### src/rtl/wcip_pkg.sv
`timescale 1ns / 1ps
`default_nettype none

package wcip_pkg;

    localparam int CHAR_W  = 21;
    localparam int VAL_W   = 64;
    localparam int CNT_W   = 16;
    localparam int BASE_W  = 6;
    localparam int DIGIT_W = 6;
    localparam int PROD_W  = VAL_W + BASE_W;

    localparam logic [CNT_W-1:0] MAX_STRING_LEN = 16'hFFFF;

    localparam logic [BASE_W-1:0] BASE_AUTO  = 6'd0;
    localparam logic [BASE_W-1:0] BASE_MIN   = 6'd2;
    localparam logic [BASE_W-1:0] BASE_OCT   = 6'd8;
    localparam logic [BASE_W-1:0] BASE_DEC   = 6'd10;
    localparam logic [BASE_W-1:0] BASE_HEX   = 6'd16;
    localparam logic [BASE_W-1:0] BASE_MAX   = 6'd36;
    localparam logic [BASE_W-1:0] BASE_RESET = BASE_DEC;

    localparam logic [DIGIT_W-1:0] DIGIT_NONE = 6'd63;

    localparam logic [VAL_W-1:0] POS_LIMIT = 64'h7FFF_FFFF_FFFF_FFFF;
    localparam logic [VAL_W-1:0] NEG_LIMIT = 64'h8000_0000_0000_0000;

    localparam logic [CHAR_W-1:0] CH_NUL   = 21'h00;
    localparam logic [CHAR_W-1:0] CH_TAB   = 21'h09;
    localparam logic [CHAR_W-1:0] CH_CR    = 21'h0D;
    localparam logic [CHAR_W-1:0] CH_SPACE = 21'h20;
    localparam logic [CHAR_W-1:0] CH_PLUS  = 21'h2B;
    localparam logic [CHAR_W-1:0] CH_MINUS = 21'h2D;
    localparam logic [CHAR_W-1:0] CH_0     = 21'h30;
    localparam logic [CHAR_W-1:0] CH_9     = 21'h39;
    localparam logic [CHAR_W-1:0] CH_UA    = 21'h41;
    localparam logic [CHAR_W-1:0] CH_UX    = 21'h58;
    localparam logic [CHAR_W-1:0] CH_UZ    = 21'h5A;
    localparam logic [CHAR_W-1:0] CH_LA    = 21'h61;
    localparam logic [CHAR_W-1:0] CH_LX    = 21'h78;
    localparam logic [CHAR_W-1:0] CH_LZ    = 21'h7A;

    typedef enum logic [2:0] {
        PH_IDLE   = 3'd0,
        PH_SPACE  = 3'd1,
        PH_SIGNED = 3'd2,
        PH_ZERO   = 3'd3,
        PH_ZEROX  = 3'd4,
        PH_DIGITS = 3'd5,
        PH_DONE   = 3'd6
    } t_phase;

    typedef struct packed {
        logic               nul;
        logic               space;
        logic               plus;
        logic               minus;
        logic               zero;
        logic               ex;
        logic [DIGIT_W-1:0] digit;
    } t_char_class;

    typedef struct packed {
        logic [VAL_W-1:0] value;
        logic [CNT_W-1:0] consumed;
        logic             converted;
        logic             range_error;
    } t_result;

endpackage

`default_nettype wire

### src/rtl/wcip_classify.sv
`timescale 1ns / 1ps
`default_nettype none

module wcip_classify (
    input  wire logic [wcip_pkg::CHAR_W-1:0] i_char,
    output wcip_pkg::t_char_class            o_cls
);

    always_comb begin
        o_cls.nul   = (i_char == wcip_pkg::CH_NUL);
        o_cls.space = (i_char == wcip_pkg::CH_SPACE) ||
                      (i_char >= wcip_pkg::CH_TAB && i_char <= wcip_pkg::CH_CR);
        o_cls.plus  = (i_char == wcip_pkg::CH_PLUS);
        o_cls.minus = (i_char == wcip_pkg::CH_MINUS);
        o_cls.zero  = (i_char == wcip_pkg::CH_0);
        o_cls.ex    = (i_char == wcip_pkg::CH_LX) || (i_char == wcip_pkg::CH_UX);
        // letters map to 10..35, anything else to a value no base accepts
        if (i_char >= wcip_pkg::CH_0 && i_char <= wcip_pkg::CH_9) begin
            o_cls.digit = wcip_pkg::DIGIT_W'(i_char[6:0] - wcip_pkg::CH_0[6:0]);
        end else if (i_char >= wcip_pkg::CH_LA && i_char <= wcip_pkg::CH_LZ) begin
            o_cls.digit = wcip_pkg::DIGIT_W'(i_char[6:0] - wcip_pkg::CH_LA[6:0] + 7'd10);
        end else if (i_char >= wcip_pkg::CH_UA && i_char <= wcip_pkg::CH_UZ) begin
            o_cls.digit = wcip_pkg::DIGIT_W'(i_char[6:0] - wcip_pkg::CH_UA[6:0] + 7'd10);
        end else begin
            o_cls.digit = wcip_pkg::DIGIT_NONE;
        end
    end

endmodule

`default_nettype wire

### src/rtl/wcip_core.sv
`timescale 1ns / 1ps
`default_nettype none

module wcip_core (
    input  wire logic                          i_clk,
    input  wire logic                          i_rst_n,
    input  wire logic                          i_fire,
    input  wire logic                          i_start,
    input  wire wcip_pkg::t_char_class         i_cls,
    input  wire logic [wcip_pkg::BASE_W-1:0]   i_cfg_base,
    output logic                               o_res_valid,
    output wcip_pkg::t_result                  o_res
);

    wcip_pkg::t_phase                r_phase, n_phase;
    logic                            r_neg, n_neg;
    logic [wcip_pkg::BASE_W-1:0]     r_base, n_base;
    logic [wcip_pkg::VAL_W-1:0]      r_acc, n_acc;
    logic                            r_ovf, n_ovf;
    logic [wcip_pkg::CNT_W-1:0]      r_pos, n_pos;
    logic [wcip_pkg::CNT_W-1:0]      r_end, n_end;
    logic                            r_any, n_any;

    logic                            fin;
    logic                            sign_path;
    logic                            do_take;
    logic                            bad_cfg;
    logic [wcip_pkg::BASE_W-1:0]     w_b;
    logic [wcip_pkg::VAL_W-1:0]      w_limit;
    logic [wcip_pkg::PROD_W-1:0]     w_sum;
    logic [wcip_pkg::VAL_W-1:0]      w_mag;

    assign bad_cfg = (i_cfg_base != wcip_pkg::BASE_AUTO && i_cfg_base < wcip_pkg::BASE_MIN) ||
                     (i_cfg_base > wcip_pkg::BASE_MAX);

    always_comb begin
        n_phase     = r_phase;
        n_neg       = r_neg;
        n_base      = r_base;
        n_acc       = r_acc;
        n_ovf       = r_ovf;
        n_pos       = r_pos;
        n_end       = r_end;
        n_any       = r_any;
        fin         = 1'b0;
        sign_path   = 1'b0;
        do_take     = 1'b0;
        w_b         = wcip_pkg::BASE_DEC;
        w_limit     = wcip_pkg::POS_LIMIT;
        w_sum       = '0;
        w_mag       = '0;
        o_res_valid = 1'b0;
        o_res       = '0;

        if (i_fire) begin
            if (i_start) begin
                n_neg   = 1'b0;
                n_acc   = '0;
                n_ovf   = 1'b0;
                n_pos   = '0;
                n_end   = '0;
                n_any   = 1'b0;
                n_base  = i_cfg_base;
                n_phase = wcip_pkg::PH_SPACE;
            end

            if (i_start && bad_cfg) begin
                fin = 1'b1;
            end else if (n_phase == wcip_pkg::PH_IDLE || n_phase == wcip_pkg::PH_DONE) begin
                fin = 1'b0;
            end else if (n_pos >= wcip_pkg::MAX_STRING_LEN || i_cls.nul) begin
                fin = 1'b1;
            end else begin
                unique case (n_phase)
                    wcip_pkg::PH_SPACE: begin
                        if (i_cls.space) begin
                            n_pos = n_pos + 1'b1;
                        end else if (i_cls.plus || i_cls.minus) begin
                            n_neg   = i_cls.minus;
                            n_pos   = n_pos + 1'b1;
                            n_phase = wcip_pkg::PH_SIGNED;
                        end else begin
                            sign_path = 1'b1;
                        end
                    end
                    wcip_pkg::PH_SIGNED: sign_path = 1'b1;
                    wcip_pkg::PH_ZERO: begin
                        if (i_cls.ex) begin
                            n_pos   = n_pos + 1'b1;
                            n_phase = wcip_pkg::PH_ZEROX;
                        end else begin
                            if (n_base == wcip_pkg::BASE_AUTO) begin
                                n_base = wcip_pkg::BASE_OCT;
                            end
                            do_take = 1'b1;
                        end
                    end
                    wcip_pkg::PH_ZEROX: begin
                        n_base  = wcip_pkg::BASE_HEX;
                        do_take = 1'b1;
                    end
                    default: do_take = 1'b1;
                endcase
            end

            // after an optional sign: a leading zero may open a prefix
            if (sign_path) begin
                if ((n_base == wcip_pkg::BASE_AUTO || n_base == wcip_pkg::BASE_HEX) &&
                    i_cls.zero) begin
                    n_any   = 1'b1;
                    n_acc   = '0;
                    n_pos   = n_pos + 1'b1;
                    n_end   = n_pos;
                    n_phase = wcip_pkg::PH_ZERO;
                end else begin
                    if (n_base == wcip_pkg::BASE_AUTO) begin
                        n_base = wcip_pkg::BASE_DEC;
                    end
                    do_take = 1'b1;
                end
            end

            if (do_take) begin
                w_b = (n_base < wcip_pkg::BASE_MIN || n_base > wcip_pkg::BASE_MAX) ?
                      wcip_pkg::BASE_DEC : n_base;
                w_limit = n_neg ? wcip_pkg::NEG_LIMIT : wcip_pkg::POS_LIMIT;
                // acc*b + d > limit is the same test as acc > (limit - d) / b
                w_sum = wcip_pkg::PROD_W'(n_acc) * wcip_pkg::PROD_W'(w_b) +
                        wcip_pkg::PROD_W'(i_cls.digit);
                if (i_cls.digit >= w_b) begin
                    fin = 1'b1;
                end else begin
                    if (n_ovf) begin
                        n_acc = w_limit;
                    end else if (w_sum > wcip_pkg::PROD_W'(w_limit)) begin
                        n_ovf = 1'b1;
                        n_acc = w_limit;
                    end else begin
                        n_acc = w_sum[wcip_pkg::VAL_W-1:0];
                    end
                    n_any   = 1'b1;
                    n_pos   = n_pos + 1'b1;
                    n_end   = n_pos;
                    n_phase = wcip_pkg::PH_DIGITS;
                end
            end

            if (fin) begin
                w_mag                = n_any ? n_acc : '0;
                o_res_valid          = 1'b1;
                o_res.value          = n_neg ? (wcip_pkg::VAL_W'(0) - w_mag) : w_mag;
                o_res.consumed       = n_any ? n_end : '0;
                o_res.converted      = n_any;
                o_res.range_error    = n_any && n_ovf;
                n_phase              = wcip_pkg::PH_DONE;
            end
        end
    end

    always_ff @(posedge i_clk) begin
        if (!i_rst_n) begin
            r_phase <= wcip_pkg::PH_IDLE;
            r_neg   <= 1'b0;
            r_base  <= '0;
            r_acc   <= '0;
            r_ovf   <= 1'b0;
            r_pos   <= '0;
            r_end   <= '0;
            r_any   <= 1'b0;
        end else begin
            r_phase <= n_phase;
            r_neg   <= n_neg;
            r_base  <= n_base;
            r_acc   <= n_acc;
            r_ovf   <= n_ovf;
            r_pos   <= n_pos;
            r_end   <= n_end;
            r_any   <= n_any;
        end
    end

    a_idle_no_return: assert property (@(posedge i_clk) disable iff (!i_rst_n)
        r_phase != wcip_pkg::PH_IDLE |=> r_phase != wcip_pkg::PH_IDLE)
        else $error("parser fell back to idle");

    a_ovf_needs_digit: assert property (@(posedge i_clk) disable iff (!i_rst_n)
        r_ovf |-> r_any)
        else $error("overflow without any digit");

    a_acc_bounded: assert property (@(posedge i_clk) disable iff (!i_rst_n)
        r_acc <= wcip_pkg::NEG_LIMIT)
        else $error("magnitude beyond saturation limit");

    a_end_le_pos: assert property (@(posedge i_clk) disable iff (!i_rst_n)
        r_end <= r_pos)
        else $error("end mark past position");

endmodule

`default_nettype wire

### src/rtl/wide_char_integer_parser.sv
`timescale 1ns / 1ps
`default_nettype none

// Streaming wide-character to signed 64-bit integer parser.
// Slave channel: one character per transaction; tuser marks the first
// character of a new string. The string number_base is sampled on that
// first character from the register written through i_cfg_we/i_cfg_wdata
// (reset value 10; 0 auto-detects hex/octal/decimal).
// Master channel: one transaction per ended string, sent on the character that
// ends it (NUL, the first non-digit, the character at the length limit, or
// the first one under an invalid base). Later characters up to the next start produce nothing.
// Path: a character is registered on acceptance, run through the parse
// step and the digit multiply-add once the output register has room, and the
// result of an ending character is loaded into the output register at that
// edge, raising o_m_axis_tvalid.
// Throughput: one character per cycle while the output register is not held,
// set by the combinational multiply-by-radix, add and saturation compare on the accumulator.
// Reset (synchronous, active low) empties both registers, idles the parser
// and loads base 10. While the receiver holds o_m_axis_tvalid without
// i_m_axis_tready, at most one more character is taken into the input
// register and then o_s_axis_tready stays low until the result is taken.
module wide_char_integer_parser (
    input  wire logic        i_clk,
    input  wire logic        i_rst_n,
    input  wire logic        i_cfg_we,
    input  wire logic [5:0]  i_cfg_wdata,
    input  wire logic        i_s_axis_tvalid,
    output logic             o_s_axis_tready,
    input  wire logic [23:0] i_s_axis_tdata,   // [20:0] char_code, [23:21] zero
    input  wire logic        i_s_axis_tuser,   // [0] string_start
    output logic             o_m_axis_tvalid,
    input  wire logic        i_m_axis_tready,
    output logic [79:0]      o_m_axis_tdata,   // [63:0] parsed_value, [79:64] chars_consumed
    output logic [1:0]       o_m_axis_tuser    // [0] converted, [1] range_error
);

    logic [wcip_pkg::BASE_W-1:0] r_base;
    logic                        r_in_valid;
    logic                        r_in_start;
    wcip_pkg::t_char_class       r_in_cls;
    logic                        r_out_valid;
    wcip_pkg::t_result           r_out;

    wcip_pkg::t_char_class       w_cls;
    logic                        s_accept;
    logic                        proc;
    logic                        res_valid;
    wcip_pkg::t_result           res;

    wcip_classify u_classify (
        .i_char (i_s_axis_tdata[wcip_pkg::CHAR_W-1:0]),
        .o_cls  (w_cls)
    );

    wcip_core u_core (
        .i_clk       (i_clk),
        .i_rst_n     (i_rst_n),
        .i_fire      (proc),
        .i_start     (r_in_start),
        .i_cls       (r_in_cls),
        .i_cfg_base  (r_base),
        .o_res_valid (res_valid),
        .o_res       (res)
    );

    // step the parser only when the output register will have room
    assign proc            = r_in_valid && (!r_out_valid || i_m_axis_tready);
    assign o_s_axis_tready = !r_in_valid || proc;
    assign s_accept        = i_s_axis_tvalid && o_s_axis_tready;

    always_ff @(posedge i_clk) begin
        if (!i_rst_n) begin
            r_base      <= wcip_pkg::BASE_RESET;
            r_in_valid  <= 1'b0;
            r_out_valid <= 1'b0;
        end else begin
            if (i_cfg_we) begin
                r_base <= i_cfg_wdata;
            end
            if (s_accept) begin
                r_in_valid <= 1'b1;
            end else if (proc) begin
                r_in_valid <= 1'b0;
            end
            if (proc && res_valid) begin
                r_out_valid <= 1'b1;
            end else if (i_m_axis_tready) begin
                r_out_valid <= 1'b0;
            end
        end
    end

    always_ff @(posedge i_clk) begin
        if (s_accept) begin
            r_in_cls   <= w_cls;
            r_in_start <= i_s_axis_tuser;
        end
        if (proc && res_valid) begin
            r_out <= res;
        end
    end

    assign o_m_axis_tvalid = r_out_valid;
    assign o_m_axis_tdata  = {r_out.consumed, r_out.value};
    assign o_m_axis_tuser  = {r_out.range_error, r_out.converted};

    a_no_step_when_blocked: assert property (@(posedge i_clk) disable iff (!i_rst_n)
        r_out_valid && !i_m_axis_tready |-> !proc)
        else $error("parser stepped while output register is held");

    a_unconverted_is_zero: assert property (@(posedge i_clk) disable iff (!i_rst_n)
        r_out_valid && !r_out.converted |->
            r_out.value == '0 && r_out.consumed == '0 && !r_out.range_error)
        else $error("nonzero result fields without conversion");

    a_range_saturates: assert property (@(posedge i_clk) disable iff (!i_rst_n)
        r_out_valid && r_out.range_error |->
            r_out.value == wcip_pkg::POS_LIMIT || r_out.value == wcip_pkg::NEG_LIMIT)
        else $error("range error without saturated value");

    a_accept_loads: assert property (@(posedge i_clk) disable iff (!i_rst_n)
        s_accept |=> r_in_valid)
        else $error("accepted transaction not held in input register");

endmodule

`default_nettype wire

### config.mk
export PLATFORM = sky130hd
export DESIGN_NAME = wide_char_integer_parser
export DESIGN_NICKNAME = d
export VERILOG_FILES = /design/src/rtl/wcip_pkg.sv /design/src/rtl/wcip_classify.sv /design/src/rtl/wcip_core.sv /design/src/rtl/wide_char_integer_parser.sv
export SDC_FILE = /design/constraint.sdc
export NUM_CORES = 2
export LEC_CHECK = 0
export CAP_MARGIN = 25
export CORE_ASPECT_RATIO = 0.7
export CORE_MARGIN = 3
export CORE_UTILIZATION = 29
export CTS_CLUSTER_DIAMETER = 80
export DETAILED_ROUTE_END_ITERATION = 6
export DONT_BUFFER_PORTS = 1
export PLACE_DENSITY = 0.54
export SLEW_MARGIN = 0
export SYNTH_ARGS = -nofsm -noshare
export SYNTH_HDL_FRONTEND = slang
export SYNTH_SLANG_ARGS = --single-unit
### constraint.sdc
create_clock -name i_clk -period 38.2 [get_ports i_clk]
set_input_delay 9.55 -clock i_clk [delete_from_list [all_inputs] [get_ports i_clk]]
set_output_delay 9.55 -clock i_clk [all_outputs]
set_load 0.1 [all_outputs]
# After elaboration in Yosys (flattened, before gate mapping)
# Cells that the tools add are included.
dict set report word_totals {
  reg_bits 211
  inputBits 36
  out_inout_bits 84
  word_cells 205
}
dict set report classes {
  add_sub_neg 10
  mul 1
  n_lt_le_gt_ge 15
  eq_ne 12
  muxes 111
  n_reduce_logical 33
}
# cell count
set op_table {}
lappend op_table {{two-way mux 64 bit} 12}
lappend op_table {{two-way mux 16 bit} 19}
lappend op_table {{two-way mux 6 bit} 16}
lappend op_table {{equality test 21 x 6 -> 1 bit (second input constant)} 4}
lappend op_table {{adder 70 x 6 -> 70 bit} 1}
lappend op_table {{greater-than comparator 70 x 64 -> 1 bit} 1}
lappend op_table {{multiplier 64 x 6 -> 70 bit} 1}
lappend op_table {{subtractor 1 x 64 -> 64 bit (first input constant)} 1}
lappend op_table {{adder 16 x 1 -> 16 bit (second input constant)} 3}
lappend op_table {{two-way mux 1 bit} 46}
lappend op_table {{equality test 21 x 7 -> 1 bit (second input constant)} 2}
lappend op_table {{>= comparator 21 x 7 -> 1 bit (second input constant)} 2}
lappend op_table {{less-or-equal comparator 21 x 7 -> 1 bit (second input constant)} 2}
lappend op_table {{two-way mux 3 bit} 13}
lappend op_table {{case mux 16 bit (2 select lines)} 1}
lappend op_table {{>= comparator 21 x 4 -> 1 bit (second input constant)} 1}
lappend op_table {{>= comparator 21 x 6 -> 1 bit (second input constant)} 1}
lappend op_table {{less-or-equal comparator 21 x 4 -> 1 bit (second input constant)} 1}
lappend op_table {{less-or-equal comparator 21 x 6 -> 1 bit (second input constant)} 1}
lappend op_table {{zero test 21 bit} 1}
lappend op_table {{>= comparator 16 bit (second input constant)} 1}
lappend op_table {{adder 6 x 4 -> 6 bit (second input constant)} 2}
lappend op_table {{greater-than comparator 6 bit (second input constant)} 2}
lappend op_table {{zero test 6 bit} 2}
lappend op_table {{20 further kinds} 46}

# Depth between registers and ports, before layout
dict set report logic_depth {
  word_depth 32
  mapped_depth 65
  depth_no_buf 57
}

# Hierarchy
# From an unflattened synthesis, not the netlist that was laid out.
dict set report unflattened {
  hier_cells 3584
  hier_area_um2 28935.3
}
# mod n_inst cells_each area_each_um2 seq_area_each_um2
set modules_own_cells {}
lappend modules_own_cells {wcip_core 1 3376 25175.4 2162.1}
lappend modules_own_cells {wide_char_integer_parser 1 127 3174.3 3012.9}
lappend modules_own_cells {wcip_classify 1 81 585.6 0.0}

# Least setup slack after synthesis
# No wires, ideal clock.
dict set report synth_timing {
  kind {input to output}
  startpoint {in i_m_axis_tready}
  endpoint {out o_s_axis_tready}
  t_arrival_ns 10.372
  required_ns 28.650
  path_slack_ns 18.278
  stages 1
  n_path_buf 0
  cell_sequence {nand3b_1}
}
dict set report synth_between {
  elab_chain_cells 3
}
# element line
set synth_rtl {}
lappend synth_rtl {{from (decl)} wide_char_integer_parser.sv:32} ;# input wire logic i_m_axis_tready,
lappend synth_rtl {{logical OR 1 bit} wide_char_integer_parser.sv:67} ;# assign proc = r_in_valid && (!r_out_valid || i_m_axis_tready);
lappend synth_rtl {{logical AND 1 bit} wide_char_integer_parser.sv:67}
lappend synth_rtl {{logical OR 1 bit} wide_char_integer_parser.sv:68} ;# assign o_s_axis_tready = !r_in_valid || proc;
lappend synth_rtl {{to (decl)} wide_char_integer_parser.sv:28} ;# output logic o_s_axis_tready,
# No other way between the ends.

# Worst setup path after layout
# Ends and elaborated chain as after synthesis.

==> summary by stage <==
Run status
The flow ran to the end, but the final reports show violations. The final reports fail on design-rule violations.

Setup path
STA classifies the critical path startpoint as an input port. The slack of the worst reg-to-reg path is 20.28 ns. On the critical path, the stage with the largest delay is an instance of sky130_fd_sc_hd__buf_16. The worst setup path is of the input port to output port kind. The peak fanout along the critical path is 2. The end of the worst register-to-register path is o_m_axis_tdata[22].

The count of buffer and inverter cells on the critical path is 1. STA classifies the critical path endpoint as an output port. Among cell families on the critical path, the largest total delay comes from buffers and inverters.

The data arrival time at the worst-slack endpoint is 10.03 ns. The signal on the critical path passes through nand3b_1 > buf_16. The worst endpoint required time is 28.65 ns. The launch point of the worst reg-to-reg path is r_in_start. The worst reg-to-reg path cell count is 57. The critical path's largest stage delay is 0.26 ns.

Global route
The first global-routing pass estimated 161000 um of wire. Global routing finished with a remaining overflow of 0. Global routing consumed, over all layers together, 20.2% of the routing resources. The initial antenna violation count is 3. The number of global-route vias before repair was 25300. Entering global routing, the biggest net connects 92 pins.

Logic synthesis
The number of warnings issued by yosys is 0. After synthesis the netlist holds a flip-flop and latch count of 211. The gate count after technology mapping is 3595. Each instance of the synthesized netlist takes up on average 7.95 um2. The fraction of registers with async set/reset is 0%.

For this run, the leading register cell type out of synthesis is sky130_fd_sc_hd__dfxtp_1. The distinct cell type count after synthesis is 104. The summed instance area of the synthesized netlist is 0.0286 mm2. Yosys mapped a number of flops with a built-in enable equal to 95.

Synthesis produced a netlist with a net count of 4111. The share of synthesized area occupied by flip-flops and latches is 18.1%.

Drt
The count of antenna-violating nets left after detailed routing is 0. The final routed wire length divided by cell count is 22.3 um. The total DRC errors in the routed layout is 5. The number of vias after detailed routing is 26900. The via count normalized by instance count is 5.64.

Summed over all layers, the routed wires come to 106000 um. Before antenna repair, the detailed router went through 7 iterations. The DRC violation total after the first TritonRoute iteration is 2947.

Timing
After routing, the total negative slack on setup checks comes to 0 ns. Derived from the worst setup path, the maximum achievable clock frequency is 0.0511 GHz. The worst pin sits at a relative slew slack of 22.7%. The post-route fraction of the period consumed by the critical path is 51.2%. The count of endpoints failing hold in the final timing report was 0. For the pin with the worst max-slew slack, the measured transition is 1.16 ns. Setup repair after global routing left no endpoint under its margin.

The clock tree skew after final layout is 0.0319 ns. The final count of pins violating max slew is 0. The count of endpoints failing setup in the final report is 0.

The time the worst path needs with I/O delays and setup is 19.58 ns. Final hold analysis gives a worst-case slack of 0.468 ns.

Cells and area
In the layout the commonest cells are 505 x sky130_fd_sc_hd__nor2_1, 336 x sky130_fd_sc_hd__nand2_1, 271 x sky130_fd_sc_hd__a21oi_1. Summing all non-filler instances in the final layout gives an area of 0.0308 mm2. Compared with the post-synthesis result, the final layout area differs by 7.65%. The fraction of final layout cells with drive strength greater than 1 is 5.08%.

Leaving out fill and tap cells, the most frequent cell in the layout is sky130_fd_sc_hd__nor2_1. The final core area utilization is 31.8%. The final layout contains 3957 nets.

CTS
The TritonCTS buffer count is 28. In this run, post-CTS hold repair placed 0 buffers. Buffers added to address setup during post-CTS repair amount to 0. The CTS tree is yes. After clock tree synthesis, the repair step resized 0 gates. The clock tree root driver cell is sky130_fd_sc_hd__clkbuf_16. The maximum count of clock buffers along a single path is 3.

The sink count of the clock tree is 211. After clock tree synthesis, the clock-pin slew on the worst setup and hold paths is 0.06 ns. CTS built an H-tree with a depth of 1. Clock latency on the worst-skew pair, taken at its later pin, is 0.59 ns.

Placed design
The detailed placer's ending HPWL is 80000 um. The routability congestion estimate is 0.931. The count of buffers from port buffering is 0.

The cell area reported after detailed placement is 0.0297 mm2.

Min path
The worst hold path terminates at u_core.r_end[14]. Along the worst hold path, the cell count comes to 2. In this run the most critical hold path is launched from u_core.r_end[14].

The worst hold path class is flip-flop to flip-flop.

Floorplan
The die is 381 um wide. After floorplanning, the core was divided into 95 placement rows. The area of the die is 0.102 mm2. The core region is 0.0969 mm2. The starting density of the core is 29.5%. In this run the count of I/O pins placed on the die edge is 120. The die is 269 um tall.

Job
The max-cap violation count is 0.

Power and ir drop
The static leakage power is 13.1 nW. Summing internal, switching and leakage power gives 663 uW. The power density of the placed cells is 21.5 mW/mm2. The worst-case IR drop observed on VDD is 0.0000298 V.
## through the flow
stage          instances  worst slack [ns]
2_1_floorplan       3595             18.28
3_3_place_gp        4715             18.26
3_5_place_dp        4715             18.25
4_1_cts             4767             18.25
5_1_grt             4772             18.62
6_report            4776             18.62
## sequential cells by signal, indices dropped and copies added (netlist names), 2 cells and up
signal,count
r_base,6
o_m_axis_tuser,2
r_in_cls,12
u_core.r_pos,16
u_core.r_acc,64
u_core.r_phase,3
u_core.r_base,6
o_m_axis_tdata,80
u_core.r_end,16
## kinds of logic after synthesis
group           after synthesis  synth area share, %
simple gates               1427                 23.2
compound gates              837                 19.2
fa+ha+maj                   480                 27.6
buf+inv                     458                 6.20
flops                       211                 18.1
xor+xnor                    163                 4.99
mux                          19                0.674
## cell usage after synthesis (12+ instances only)
library cell               number  share of area (%)
sky130_fd_sc_hd__nor2_1       508                6.7
sky130_fd_sc_hd__o21ai_0      178                3.1
sky130_fd_sc_hd__a31oi_1       37               0.81
sky130_fd_sc_hd__a22oi_1       21               0.55
sky130_fd_sc_hd__ha_1         228                 10
sky130_fd_sc_hd__buf_2         13               0.23
sky130_fd_sc_hd__xnor2_1       92                2.8
sky130_fd_sc_hd__nand2_1      337                4.4
sky130_fd_sc_hd__a21oi_1      272                4.8
sky130_fd_sc_hd__o31ai_1       20               0.53
sky130_fd_sc_hd__fa_1         252                 18
sky130_fd_sc_hd__a221o_1       12               0.42
sky130_fd_sc_hd__a21o_1        28               0.74
sky130_fd_sc_hd__or3_1         20               0.44
sky130_fd_sc_hd__dfxtp_1      116                8.1
sky130_fd_sc_hd__a211oi_1      45                1.2
sky130_fd_sc_hd__clkbuf_1     186                2.4
sky130_fd_sc_hd__xor2_1        71                2.2
sky130_fd_sc_hd__o21a_1        21               0.55
sky130_fd_sc_hd__inv_1        216                2.8
sky130_fd_sc_hd__nor3_1        66                1.2
sky130_fd_sc_hd__nand2b_1      26               0.57
sky130_fd_sc_hd__nand4_1       63                1.4
sky130_fd_sc_hd__a221oi_1      19               0.58
sky130_fd_sc_hd__buf_1         29               0.38
sky130_fd_sc_hd__and3_1        20               0.44
sky130_fd_sc_hd__nor2b_1       18               0.39
sky130_fd_sc_hd__a41oi_1       17               0.52
sky130_fd_sc_hd__a211o_1       13               0.40
sky130_fd_sc_hd__edfxtp_1      95                 10
sky130_fd_sc_hd__mux2i_1       17               0.60
sky130_fd_sc_hd__nor4_1        20               0.44
sky130_fd_sc_hd__or2_2         17               0.37
sky130_fd_sc_hd__o211ai_1      26               0.68
sky130_fd_sc_hd__nand3_1      204                3.6
sky130_fd_sc_hd__and2_1        67                1.5
## worst max path at each step
stage                         start              end  slack, ns  cells after the start
floorplan           i_m_axis_tready  o_s_axis_tready      18.28                      1
global placement    i_m_axis_tready  o_s_axis_tready      18.26                      1
detailed placement  i_m_axis_tready  o_s_axis_tready      18.25                      1
CTS                 i_m_axis_tready  o_s_axis_tready      18.25                      1
global route        i_m_axis_tready  o_s_axis_tready      18.62                      2
finish              i_m_axis_tready  o_s_axis_tready      18.62                      2
## layout make-up
type | count | area (um2)
Sequential cell | 211 | 5170
Fill cell | 10300 | 66100
Multi-Input combinational cell | 2926 | 21700
Clock inverter | 19 | 230
Tap cell | 1309 | 1640
Antenna cell | 4 | 10.0
Inverter | 223 | 842
Timing Repair Buffer | 51 | 407
Clock buffer | 33 | 761
## where the power goes
group          switching [mW]  total [mW]  internal (mW)
logic                  0.0882       0.121         0.0325
registers              0.0138       0.254          0.241
clock network           0.117       0.288          0.171
## metal layers
metal	vias to the layer above	track usage, %	part of all wire (%)
met5	-	0	0
met4	0	3.48	1.4
met3	82	6.56	12
met2	1311	25.7	37
met1	13200	32.2	49
li1	12300	-	-
Note: power is estimated with default switching activity, not from simulation.
